`src/design/dtlv_pkg.sv`:
```
// ----------------------------------------------------------------------------
// dtlv_pkg
// Types and constants shared by the DER TLV header parser.
// ----------------------------------------------------------------------------
package dtlv_pkg;

   localparam int MAX_LENGTH_BYTES_DEFAULT = 4;
   localparam int TDATA_W = 80;
   localparam int TUSER_W = 2;

   localparam logic [7:0] LONG_FORM_BIT = 8'h80;

   typedef enum logic [1:0] {
      ROLE_TAG     = 2'd0,
      ROLE_LEN1    = 2'd1,
      ROLE_LENX    = 2'd2,
      ROLE_PAYLOAD = 2'd3
   } role_type;

   typedef enum logic [1:0] {
      ERR_NONE      = 2'd0,
      ERR_TRUNCATED = 2'd1,
      ERR_TOO_LONG  = 2'd2
   } err_type;

   typedef struct packed {
      role_type    role;
      logic [7:0]  tag;
      logic [31:0] len;
      logic [31:0] pidx;
      logic        hdone;
      logic        edone;
      err_type     err;
   } result_type;

endpackage

```
`src/design/dtlv_core.sv`:
```
// ----------------------------------------------------------------------------
// dtlv_core
// Parser state and the per-byte decode: tag, length forms, payload count,
// truncation and skip-to-end handling.
// ----------------------------------------------------------------------------
module dtlv_core
   import dtlv_pkg::*;
#(
   parameter int MAX_LENGTH_BYTES = MAX_LENGTH_BYTES_DEFAULT
) (
   input  logic       clock,
   input  logic       reset,
   input  logic       step_en,
   input  logic [7:0] in_byte,
   input  logic       eob,
   output result_type res
);

   localparam int LEFT_W = (MAX_LENGTH_BYTES > 1) ? $clog2(MAX_LENGTH_BYTES) : 1;
   localparam logic [6:0] MAX_N = 7'(MAX_LENGTH_BYTES);

   typedef enum logic [1:0] {
      PH_TAG,
      PH_LEN1,
      PH_LENX,
      PH_PAYLOAD
   } phase_type;

   phase_type         phase_ff, phase_in;
   logic [7:0]        tag_ff, tag_in;
   logic [31:0]       accum_ff, accum_in;
   logic [LEFT_W-1:0] left_ff, left_in;
   logic [31:0]       count_ff, count_in;
   logic              skip_ff, skip_in;

   logic [6:0]  long_n;
   logic [31:0] accum_shift;
   logic [31:0] count_next;

   assign long_n      = in_byte[6:0];
   assign accum_shift = {accum_ff[23:0], in_byte};
   assign count_next  = count_ff + 32'd1;

   always_comb begin
      phase_in = phase_ff;
      tag_in   = tag_ff;
      accum_in = accum_ff;
      left_in  = left_ff;
      count_in = count_ff;
      skip_in  = skip_ff;
      res      = '0;
      if (skip_ff) begin
         if (eob) begin
            skip_in  = 1'b0;
            phase_in = PH_TAG;
            left_in  = '0;
         end
      end else begin
         case (phase_ff)
            PH_TAG: begin
               tag_in   = in_byte;
               res.role = ROLE_TAG;
               res.tag  = in_byte;
               phase_in = PH_LEN1;
               if (eob) begin
                  res.err  = ERR_TRUNCATED;
                  phase_in = PH_TAG;
                  left_in  = '0;
               end
            end
            PH_LEN1: begin
               res.role = ROLE_LEN1;
               res.tag  = tag_ff;
               if ((in_byte & LONG_FORM_BIT) == 8'h00) begin
                  accum_in  = {24'd0, in_byte};
                  res.len   = {24'd0, in_byte};
                  res.hdone = 1'b1;
                  if (in_byte == 8'h00) begin
                     res.edone = 1'b1;
                     phase_in  = PH_TAG;
                     left_in   = '0;
                  end else begin
                     count_in = '0;
                     phase_in = PH_PAYLOAD;
                     if (eob) begin
                        res.err  = ERR_TRUNCATED;
                        phase_in = PH_TAG;
                        left_in  = '0;
                     end
                  end
               end else begin
                  accum_in = '0;
                  if (long_n > MAX_N) begin
                     res.err  = ERR_TOO_LONG;
                     phase_in = PH_TAG;
                     left_in  = '0;
                     if (!eob) begin
                        skip_in = 1'b1;
                     end
                  end else if (long_n == 7'd0) begin
                     res.hdone = 1'b1;
                     res.edone = 1'b1;
                     phase_in  = PH_TAG;
                     left_in   = '0;
                  end else begin
                     left_in  = LEFT_W'(long_n - 7'd1);
                     phase_in = PH_LENX;
                     if (eob) begin
                        res.err  = ERR_TRUNCATED;
                        phase_in = PH_TAG;
                        left_in  = '0;
                     end
                  end
               end
            end
            PH_LENX: begin
               res.role = ROLE_LENX;
               res.tag  = tag_ff;
               accum_in = accum_shift;
               if (left_ff == '0) begin
                  res.len   = accum_shift;
                  res.hdone = 1'b1;
                  if (accum_shift == 32'd0) begin
                     res.edone = 1'b1;
                     phase_in  = PH_TAG;
                     left_in   = '0;
                  end else begin
                     count_in = '0;
                     phase_in = PH_PAYLOAD;
                     if (eob) begin
                        res.err  = ERR_TRUNCATED;
                        phase_in = PH_TAG;
                        left_in  = '0;
                     end
                  end
               end else begin
                  left_in = left_ff - LEFT_W'(1);
                  if (eob) begin
                     res.err  = ERR_TRUNCATED;
                     phase_in = PH_TAG;
                     left_in  = '0;
                  end
               end
            end
            PH_PAYLOAD: begin
               res.role = ROLE_PAYLOAD;
               res.tag  = tag_ff;
               res.len  = accum_ff;
               res.pidx = count_ff;
               count_in = count_next;
               if (count_next == accum_ff) begin
                  res.edone = 1'b1;
                  phase_in  = PH_TAG;
                  left_in   = '0;
               end else if (eob) begin
                  res.err  = ERR_TRUNCATED;
                  phase_in = PH_TAG;
                  left_in  = '0;
               end
            end
            default: begin
               phase_in = PH_TAG;
            end
         endcase
      end
   end

   always_ff @(posedge clock) begin
      if (reset) begin
         phase_ff <= PH_TAG;
         tag_ff   <= '0;
         accum_ff <= '0;
         left_ff  <= '0;
         count_ff <= '0;
         skip_ff  <= 1'b0;
      end else if (step_en) begin
         phase_ff <= phase_in;
         tag_ff   <= tag_in;
         accum_ff <= accum_in;
         left_ff  <= left_in;
         count_ff <= count_in;
         skip_ff  <= skip_in;
      end
   end

endmodule

```
`src/design/der_tlv_header_parser.sv`:
```
// ----------------------------------------------------------------------------
// der_tlv_header_parser
// Walks a byte stream of flat DER elements and reports, for every byte,
// its role and the header information of the element it belongs to.
//
//   Channel  Direction  Carries
//   req_*    in         one buffer byte, tlast marks the buffer end
//   rsp_*    out        one decode result per byte, tlast is element done
//
// One byte is taken per cycle while rsp is not stalled; the decode sits
// between the input register and the result register, so a byte's result
// is registered when the parser advances and then leaves on rsp. The
// parser state updates together with the result register.
// Synchronous reset returns the parser to the tag phase and empties both
// registers. A stalled result holds while the input register still takes
// one more byte.
// ----------------------------------------------------------------------------
module der_tlv_header_parser
   import dtlv_pkg::*;
#(
   parameter int MAX_LENGTH_BYTES = MAX_LENGTH_BYTES_DEFAULT
) (
   input  logic               clock,
   input  logic               reset,
   input  logic               req_tvalid,
   output logic               req_tready,
   input  logic [7:0]         req_tdata,   // in_byte
   input  logic               req_tlast,   // end_of_buffer
   output logic               rsp_tvalid,
   input  logic               rsp_tready,
   output logic [TDATA_W-1:0] rsp_tdata,   // tag_value, element_length,
                                           // payload_index, header_done,
                                           // error_code, zero fill
   output logic [TUSER_W-1:0] rsp_tuser,   // role
   output logic               rsp_tlast    // element_done
);

   logic       in_valid_ff;
   logic [7:0] in_byte_ff;
   logic       in_last_ff;
   logic       out_valid_ff;
   result_type res_ff;
   result_type res;
   logic       advance;

   assign advance    = in_valid_ff && (!out_valid_ff || rsp_tready);
   assign req_tready = !in_valid_ff || advance;

   dtlv_core #(
      .MAX_LENGTH_BYTES(MAX_LENGTH_BYTES)
   ) u_core (
      .clock  (clock),
      .reset  (reset),
      .step_en(advance),
      .in_byte(in_byte_ff),
      .eob    (in_last_ff),
      .res    (res)
   );

   always_ff @(posedge clock) begin
      if (reset) begin
         in_valid_ff  <= 1'b0;
         out_valid_ff <= 1'b0;
      end else begin
         if (req_tready) begin
            in_valid_ff <= req_tvalid;
         end
         if (advance) begin
            out_valid_ff <= 1'b1;
         end else if (rsp_tready) begin
            out_valid_ff <= 1'b0;
         end
      end
   end

   always_ff @(posedge clock) begin
      if (req_tvalid && req_tready) begin
         in_byte_ff <= req_tdata;
         in_last_ff <= req_tlast;
      end
      if (advance) begin
         res_ff <= res;
      end
   end

   assign rsp_tvalid = out_valid_ff;
   assign rsp_tdata  = {5'd0, res_ff.err, res_ff.hdone, res_ff.pidx, res_ff.len, res_ff.tag};
   assign rsp_tuser  = res_ff.role;
   assign rsp_tlast  = res_ff.edone;

endmodule

```
`config.mk`:
```
export PLATFORM = sky130hd
export DESIGN_NAME = der_tlv_header_parser
export DESIGN_NICKNAME = d
export VERILOG_FILES = /design/src/design/dtlv_pkg.sv /design/src/design/dtlv_core.sv /design/src/design/der_tlv_header_parser.sv
export SDC_FILE = /design/constraint.sdc
export NUM_CORES = 1
export LEC_CHECK = 0
export ABC_AREA = 1
export ABC_CLOCK_PERIOD_IN_PS = 2500
export CAP_MARGIN = 0
export CORE_MARGIN = 4
export CORE_UTILIZATION = 45
export DETAILED_ROUTE_END_ITERATION = 10
export DONT_BUFFER_PORTS = 1
export GPL_TIMING_DRIVEN = 0
export PLACE_DENSITY = 0.68
export SYNTH_ARGS = -nofsm -noshare
export SYNTH_HDL_FRONTEND = slang
export SYNTH_SLANG_ARGS = --single-unit
```
`constraint.sdc`:
```
create_clock -name clock -period 2.5 [get_ports clock]
set_input_delay 0 -clock clock [delete_from_list [all_inputs] [get_ports clock]]
set_output_delay 0 -clock clock [all_outputs]
set_load 0.01 [all_outputs]
```
After elaboration in Yosys (flattened, before gate mapping)
Index checks and enable logic that the tools add are counted.
{"block": "word_totals", "reg_bits": 166, "output_inout_bits": 85, "wordCells": 109}
{"block": "classes", "add_sub_neg": 3, "order_cmp": 1, "eq_ne": 8, "mux": 59, "bitwise": 2, "n_reduce_logical": 19}
{"cell": "$pmux W32 S3", "count": 2}
{"cell": "$mux W32", "count": 5}
{"cell": "$pmux W32 S2", "count": 1}
{"cell": "$mux W2", "count": 31}
{"cell": "$pmux W10 S4", "count": 1}
{"cell": "$add A32 B1 Y32 const B", "count": 1}
{"cell": "$eq A32 B32 Y1", "count": 1}
{"cell": "$logic_not A32 Y1", "count": 1}
{"cell": "$pmux W2 S4", "count": 3}
{"cell": "$logic_not A8 Y1", "count": 2}
{"cell": "$mux W1", "count": 12}
{"cell": "$mux W8", "count": 1}
{"cell": "$gt A7 B3 Y1 const B", "count": 1}
{"cell": "$logic_not A7 Y1", "count": 1}
{"cell": "$reduce_and A7 Y1", "count": 1}
{"cell": "$reduce_and A3 Y1", "count": 2}
{"cell": "$eq A2 B2 Y1 const B", "count": 2}
{"cell": "$logic_not A2 Y1", "count": 2}
{"cell": "$mux W4", "count": 1}
{"cell": "$ne A2 B1 Y1 const B", "count": 2}
{"cell": "$ne A2 B2 Y1 const B", "count": 2}
{"cell": "$reduce_bool A2 Y1", "count": 2}
{"cell": "$sub A2 B1 Y2 const B", "count": 2}
{"cell": "$pmux W1 S3", "count": 1}
{"cell": "8 further kinds", "count": 12}

Depth between registers and ports, before layout
{"block": "depth", "word_depth": 7, "ltp_mapped": 19, "mapped_depth_nobuf": 19}

Hierarchy
From an unflattened synthesis, not the netlist that was laid out.
{"block": "unflattened", "hier_cells": 1169, "area_unflattened_um2": 8888.5}
{"mod": "dtlv_core", "instances": 1, "cells_per_inst": 1064, "area_per_inst_um2": 6143.4}
{"mod": "der_tlv_header_parser", "instances": 1, "cells_per_inst": 105, "area_per_inst_um2": 2745.1}

Worst setup path before layout
Ideal clock, no wire load.
{"block": "synth_path", "kind": "flip-flop to flip-flop", "startpoint": "register out_valid_ff, in the netlist rsp_tvalid", "endpoint": "register u_core.phase_ff[0]", "t_arrival_ns": 2.619, "required_ns": 2.368, "slack_ns": -0.252, "path_stages_with_launch": 7, "path_buffers": 0, "synth_period_minus_slack_ns": 2.752, "path_cell_list": "dfxtp_1 > nand2_1 > nand2_1 > inv_1 > o21ai_0 > o21ai_0 > a21oi_1"}
{"block": "synth_between", "elab_chain_len": 3}
{"element": "start, declared", "line": "der_tlv_header_parser.sv:41", "rtl": "logic out_valid_ff;"}
{"element": "start signal, assigned", "line": "der_tlv_header_parser.sv:63", "rtl": "out_valid_ff <= 1'b0;"}
{"element": "start signal, assigned", "line": "der_tlv_header_parser.sv:69", "rtl": "out_valid_ff <= 1'b1;"}
{"element": "start signal, assigned", "line": "der_tlv_header_parser.sv:71", "rtl": "out_valid_ff <= 1'b0;"}
{"element": "$logic_not A1 Y1", "line": "der_tlv_header_parser.sv:46", "rtl": "assign advance = in_valid_ff && (!out_valid_ff || rsp_tready);"}
{"element": "$logic_or A1 B1 Y1", "line": "der_tlv_header_parser.sv:46"}
{"element": "$logic_and A1 B1 Y1", "line": "der_tlv_header_parser.sv:46"}
{"element": "named net advance", "line": "der_tlv_header_parser.sv:44", "rtl": "logic advance;"}
{"element": "end signal, assigned", "line": "dtlv_core.sv:177", "rtl": "phase_ff <= phase_in;"}
{"element": "end, declared", "line": "dtlv_core.sv:29", "rtl": "phase_type phase_ff, phase_in;"}
The timed path passes the listed nets, and every way through them passes these cells.
A chain may end at the register's enable or synchronous reset.

Worst setup path after layout
{"block": "layout_path", "startpoint": "register u_core.count_ff[0]", "endpoint": "register res_ff, in the netlist rsp_tdata[73], data pin"}
{"block": "layout_between", "elab_chain_len": 4}
{"element": "start, declared", "line": "dtlv_core.sv:33", "rtl": "logic [31:0] count_ff, count_in;"}
{"element": "start signal, assigned", "line": "dtlv_core.sv:181", "rtl": "count_ff <= count_in;"}
{"element": "$add A32 B1 Y32", "line": "dtlv_core.sv:42", "rtl": "assign count_next = count_ff + 32'd1;"}
{"element": "$eq A32 B32 Y1", "line": "dtlv_core.sv:151", "rtl": "if (count_next == accum_ff) begin"}
{"element": "$mux W2", "line": "dtlv_core.sv:151"}
{"element": "$pmux W2 S4", "line": "dtlv_core.sv:59", "rtl": "case (phase_ff)"}
{"element": "end signal, assigned", "line": "der_tlv_header_parser.sv:82", "rtl": "res_ff <= res;"}
{"element": "end, declared", "line": "der_tlv_header_parser.sv:42", "rtl": "result_type res_ff;"}
No other way between the ends.

==> results.txt <==
Effective utilization at floorplan: 46.5%
Antenna violations before repair: 0
Met3 routed wirelength: 1910 um
Final Slew Violations: 0
Final number of hold-violating endpoints: 0
Clock tree from TritonCTS: done
Clock Sinks: 166
Number of H-tree levels: 4
Critical-path top delay cell: dfxtp_4
Total I/O pin count: 98
Post-route ant nets: 0
Category of the worst setup path capture point: flip-flop
Area enclosed by the die boundary: 21900 sq um
Largest family of logic cells by synthesized area: simple AND/OR/NAND/NOR gates
Largest incremental delay on the critical path: 0.38 ns
Largest net degree at the start of global routing: 42
Weighted congestion reported at the end of routability-driven placement: 0.924
Highest attainable clock frequency: 409 MHz
Die X-Extent: 148 um
Drt drc: 0
Initial DRC Count: 866
Placeable core area: 19000 sq um
Min cycle time layout: 2.45 ns
GR Util All Layers: 24.6%
DR top layer: met4
Synth Area in Compound Gates: 15.5%
Commonest cells after routing, fill and taps aside: nand2_1, inv_1, nor2_1
Mean number of vias per cell: 5.63
Proportion of layout cells with a drive suffix above 1: 14.2%
Required @ worst endpoint: 2.70 ns
#FFs+latches synth: 166
Max-capacitance violation count: 0
Type of origin of the critical path: flip-flop
Leakage power total: 3.98 nW
Worst setup startpoint: u_core.count_ff[0]$_SDFFE_PP0P_
Total number of vias: 8263
Type of the worst min-delay path: in2reg
DP HPWL: 19800 um
Max Clock Skew: 0.0134 ns
Number of buffers created by CTS: 17
Worst Path Class, Setup: reg2reg
Critical Path Fanout Max: 5
Vertical die dimension: 148 um
Worst skew pair latency: 0.44 ns
Count of TritonRoute iterations in the first routing pass: 5
PwrDens: 608 nW/um^2
Fraction of registers with async set or reset after synthesis: 0%
Final worst path period share: 97.8%
Number of enable flip-flop cells after synthesis: 87
Headroom to the max-slew limit: 36.4%
Share of the core filled with cells: 55.0%
Signed area change from the synthesized netlist to the final layout: 18.4%
Warning count from the yosys run: 0
WP buf/inv: 2
Total setup violations reported at the end of the flow: 0
Share of synthesized area spent on multiplexers: 0%
Syn_area_per_cell: 7.75 sq um
Top flip-flop cell by instance count after synthesis: edfxtp_1
Remaining Overflow, GRT: 0
Number of nets in the finished design: 1216
Arrival time of the worst setup path: 2.65 ns
Clock-pin slew reported for the worst setup and hold paths after clock tree synthesis: 0.08 ns
Instance area at placement: 9180 sq um
Total negative setup slack: 0 ns
Post-synthesis sequential area ratio: 47.6%
Status: completed
Num rows: 50
Number of global-route vias before repair: 7881
Clock tree root buffer cell: clkbuf_16
Count of buffers from port buffering: 0
Finished layout cell area: 10400 sq um
Wirelength per Cell: 18.5 um
Total routed wirelength: 27100 um
Worst Max-Slew Pin Slew: 0.949 ns
XOR/XNOR Fraction of Synth Area: 0.397%
Cell area after synthesis: 8820 sq um
Simple-gate share of the synthesized area: 27.7%
Worst hold start: reset
# diodes: 0
Cell repeated most along the worst path: nand2_1
Met1 wire length: 11700 um
Yosys cell types: 37
IR drop worst, VDD: 476 uV
Setup repair after global routing missed its margin: yes
Chain of cells forming the critical path: inv_1 > nor2_4 > nand2_1 > nor2_1 > nand2_1 > nand2_1 > nand2_1 > nand2_1 > nand2_1 > nor2_1 > nand2_1 > nor2_1 > nand3_2 > nand3_1 > nand3_1 > nand2_1 > inv_1
First-pass GRT wire length: 42200 um
Worst-case clock buffer depth: 2
Metal2 WL: 12800 um
Family with the most delay on the worst path: simple AND/OR/NAND/NOR gates
Most common library cell in the layout ignoring fill and taps: nand2_1
Adder-cell area share of the yosys netlist: 1.14%
Gate count after technology mapping: 1138
Reg2reg start: u_core.count_ff[0]$_SDFFE_PP0P_
## final cells by class
cell class / instances / area (sq um)
fillers: 1715 / 8520
multi-input cells: 801 / 4230
clock inverters: 15 / 191
clock buffers: 17 / 425
inverters: 122 / 464
plain buffers: 52 / 246
well taps: 260 / 325
flip-flops and latches: 166 / 4220
repair buffers: 34 / 325
repair inverters: 1 / 5.00
## routing by layer
metal | vias up | global-route usage, %
met4 | 0 | 8.31
met3 | 52 | 4.63
li1 | 3977 | -
met5 | - | 0
met1 | 3903 | 33.2
met2 | 331 | 39.9
## final timing paths
kind / cells after the start / slack, ns / endpoint
setup / recovery: 17 / 0.05 / rsp_tdata[73]$_SDFFCE_PP0P_
hold / removal: 2 / 0.11 / u_core.count_ff[7]$_SDFFE_PP0P_
setup reg to reg: 17 / 0.05 / rsp_tdata[73]$_SDFFCE_PP0P_
hold reg to reg: 2 / 0.47 / u_core.left_ff[0]$_SDFFE_PP0P_
## power by group
| part | switching [mW] | internal [mW] |
|---|---|---|
| sequential | 0.110 | 2.98 |
| clock | 1.35 | 1.37 |
| combinational | 0.365 | 0.174 |
| total | 1.82 | 4.52 |
## synthesized netlist by cell type, types with 8 or more instances
master	count	area share, %
inv_1	117	5.0
a21oi_1	97	5.5
dfxtp_1	79	18
nand2_1	267	11
edfxtp_1	87	30
a211oi_1	67	5.7
nand4_1	11	0.78
nor2_1	135	5.7
o22ai_1	9	0.64
o21ai_0	26	1.5
a31oi_1	23	1.6
nand3_1	102	5.8
ha_1	8	1.1
clkbuf_1	38	1.6
## through the flow
stage	hold slack [ns]	power (mW)	std cells	setup WS [ns]
2_1_floorplan	0.0989	3.46	1142	0.137
3_3_place_gp	0.0989	3.61	1402	-0.545
3_5_place_dp	0.0989	3.62	1403	-0.473
4_1_cts	0.0746	6.34	1453	0.000907
5_1_grt	0.143	6.56	1468	-0.0984
6_report	0.110	6.35	1468	0.0542
## worst register-to-register path, delay by kind of cell (launching register included)
kind,cells,cell delay (ns)
simple gates,15,1.68
flops,1,0.38
buf+inv,2,0.16
## registers in the layout, summed over array words and instances, names as in the netlist, 2 cells and up
signal	cells
in_byte_ff	8
rsp_tdata	75
rsp_tuser	2
u_core.accum_ff	32
u_core.count_ff	32
u_core.left_ff	2
u_core.phase_ff	2
u_core.tag_ff	8
## cell families after synthesis
group,count (synthesis)
xor gates and xnor gates,4
AOI/OAI and AO/OA,226
DFF,166
other,1
adders and majority gates,8
and+or+nand+nor,558
buffers and inverters,175
## what timing repair did
action / 4_1_cts / 5_1_grt
gates resized for setup: 28 / 86
endpoints found under the setup margin: 57 / 106
gates cloned: 1 / 0
pin swaps: 5 / 21
hold buffers: 13 / 0
setup buffers: 5 / 15
hold endpoints to repair: 15 / 0
Power figures use the tool's default switching activity.
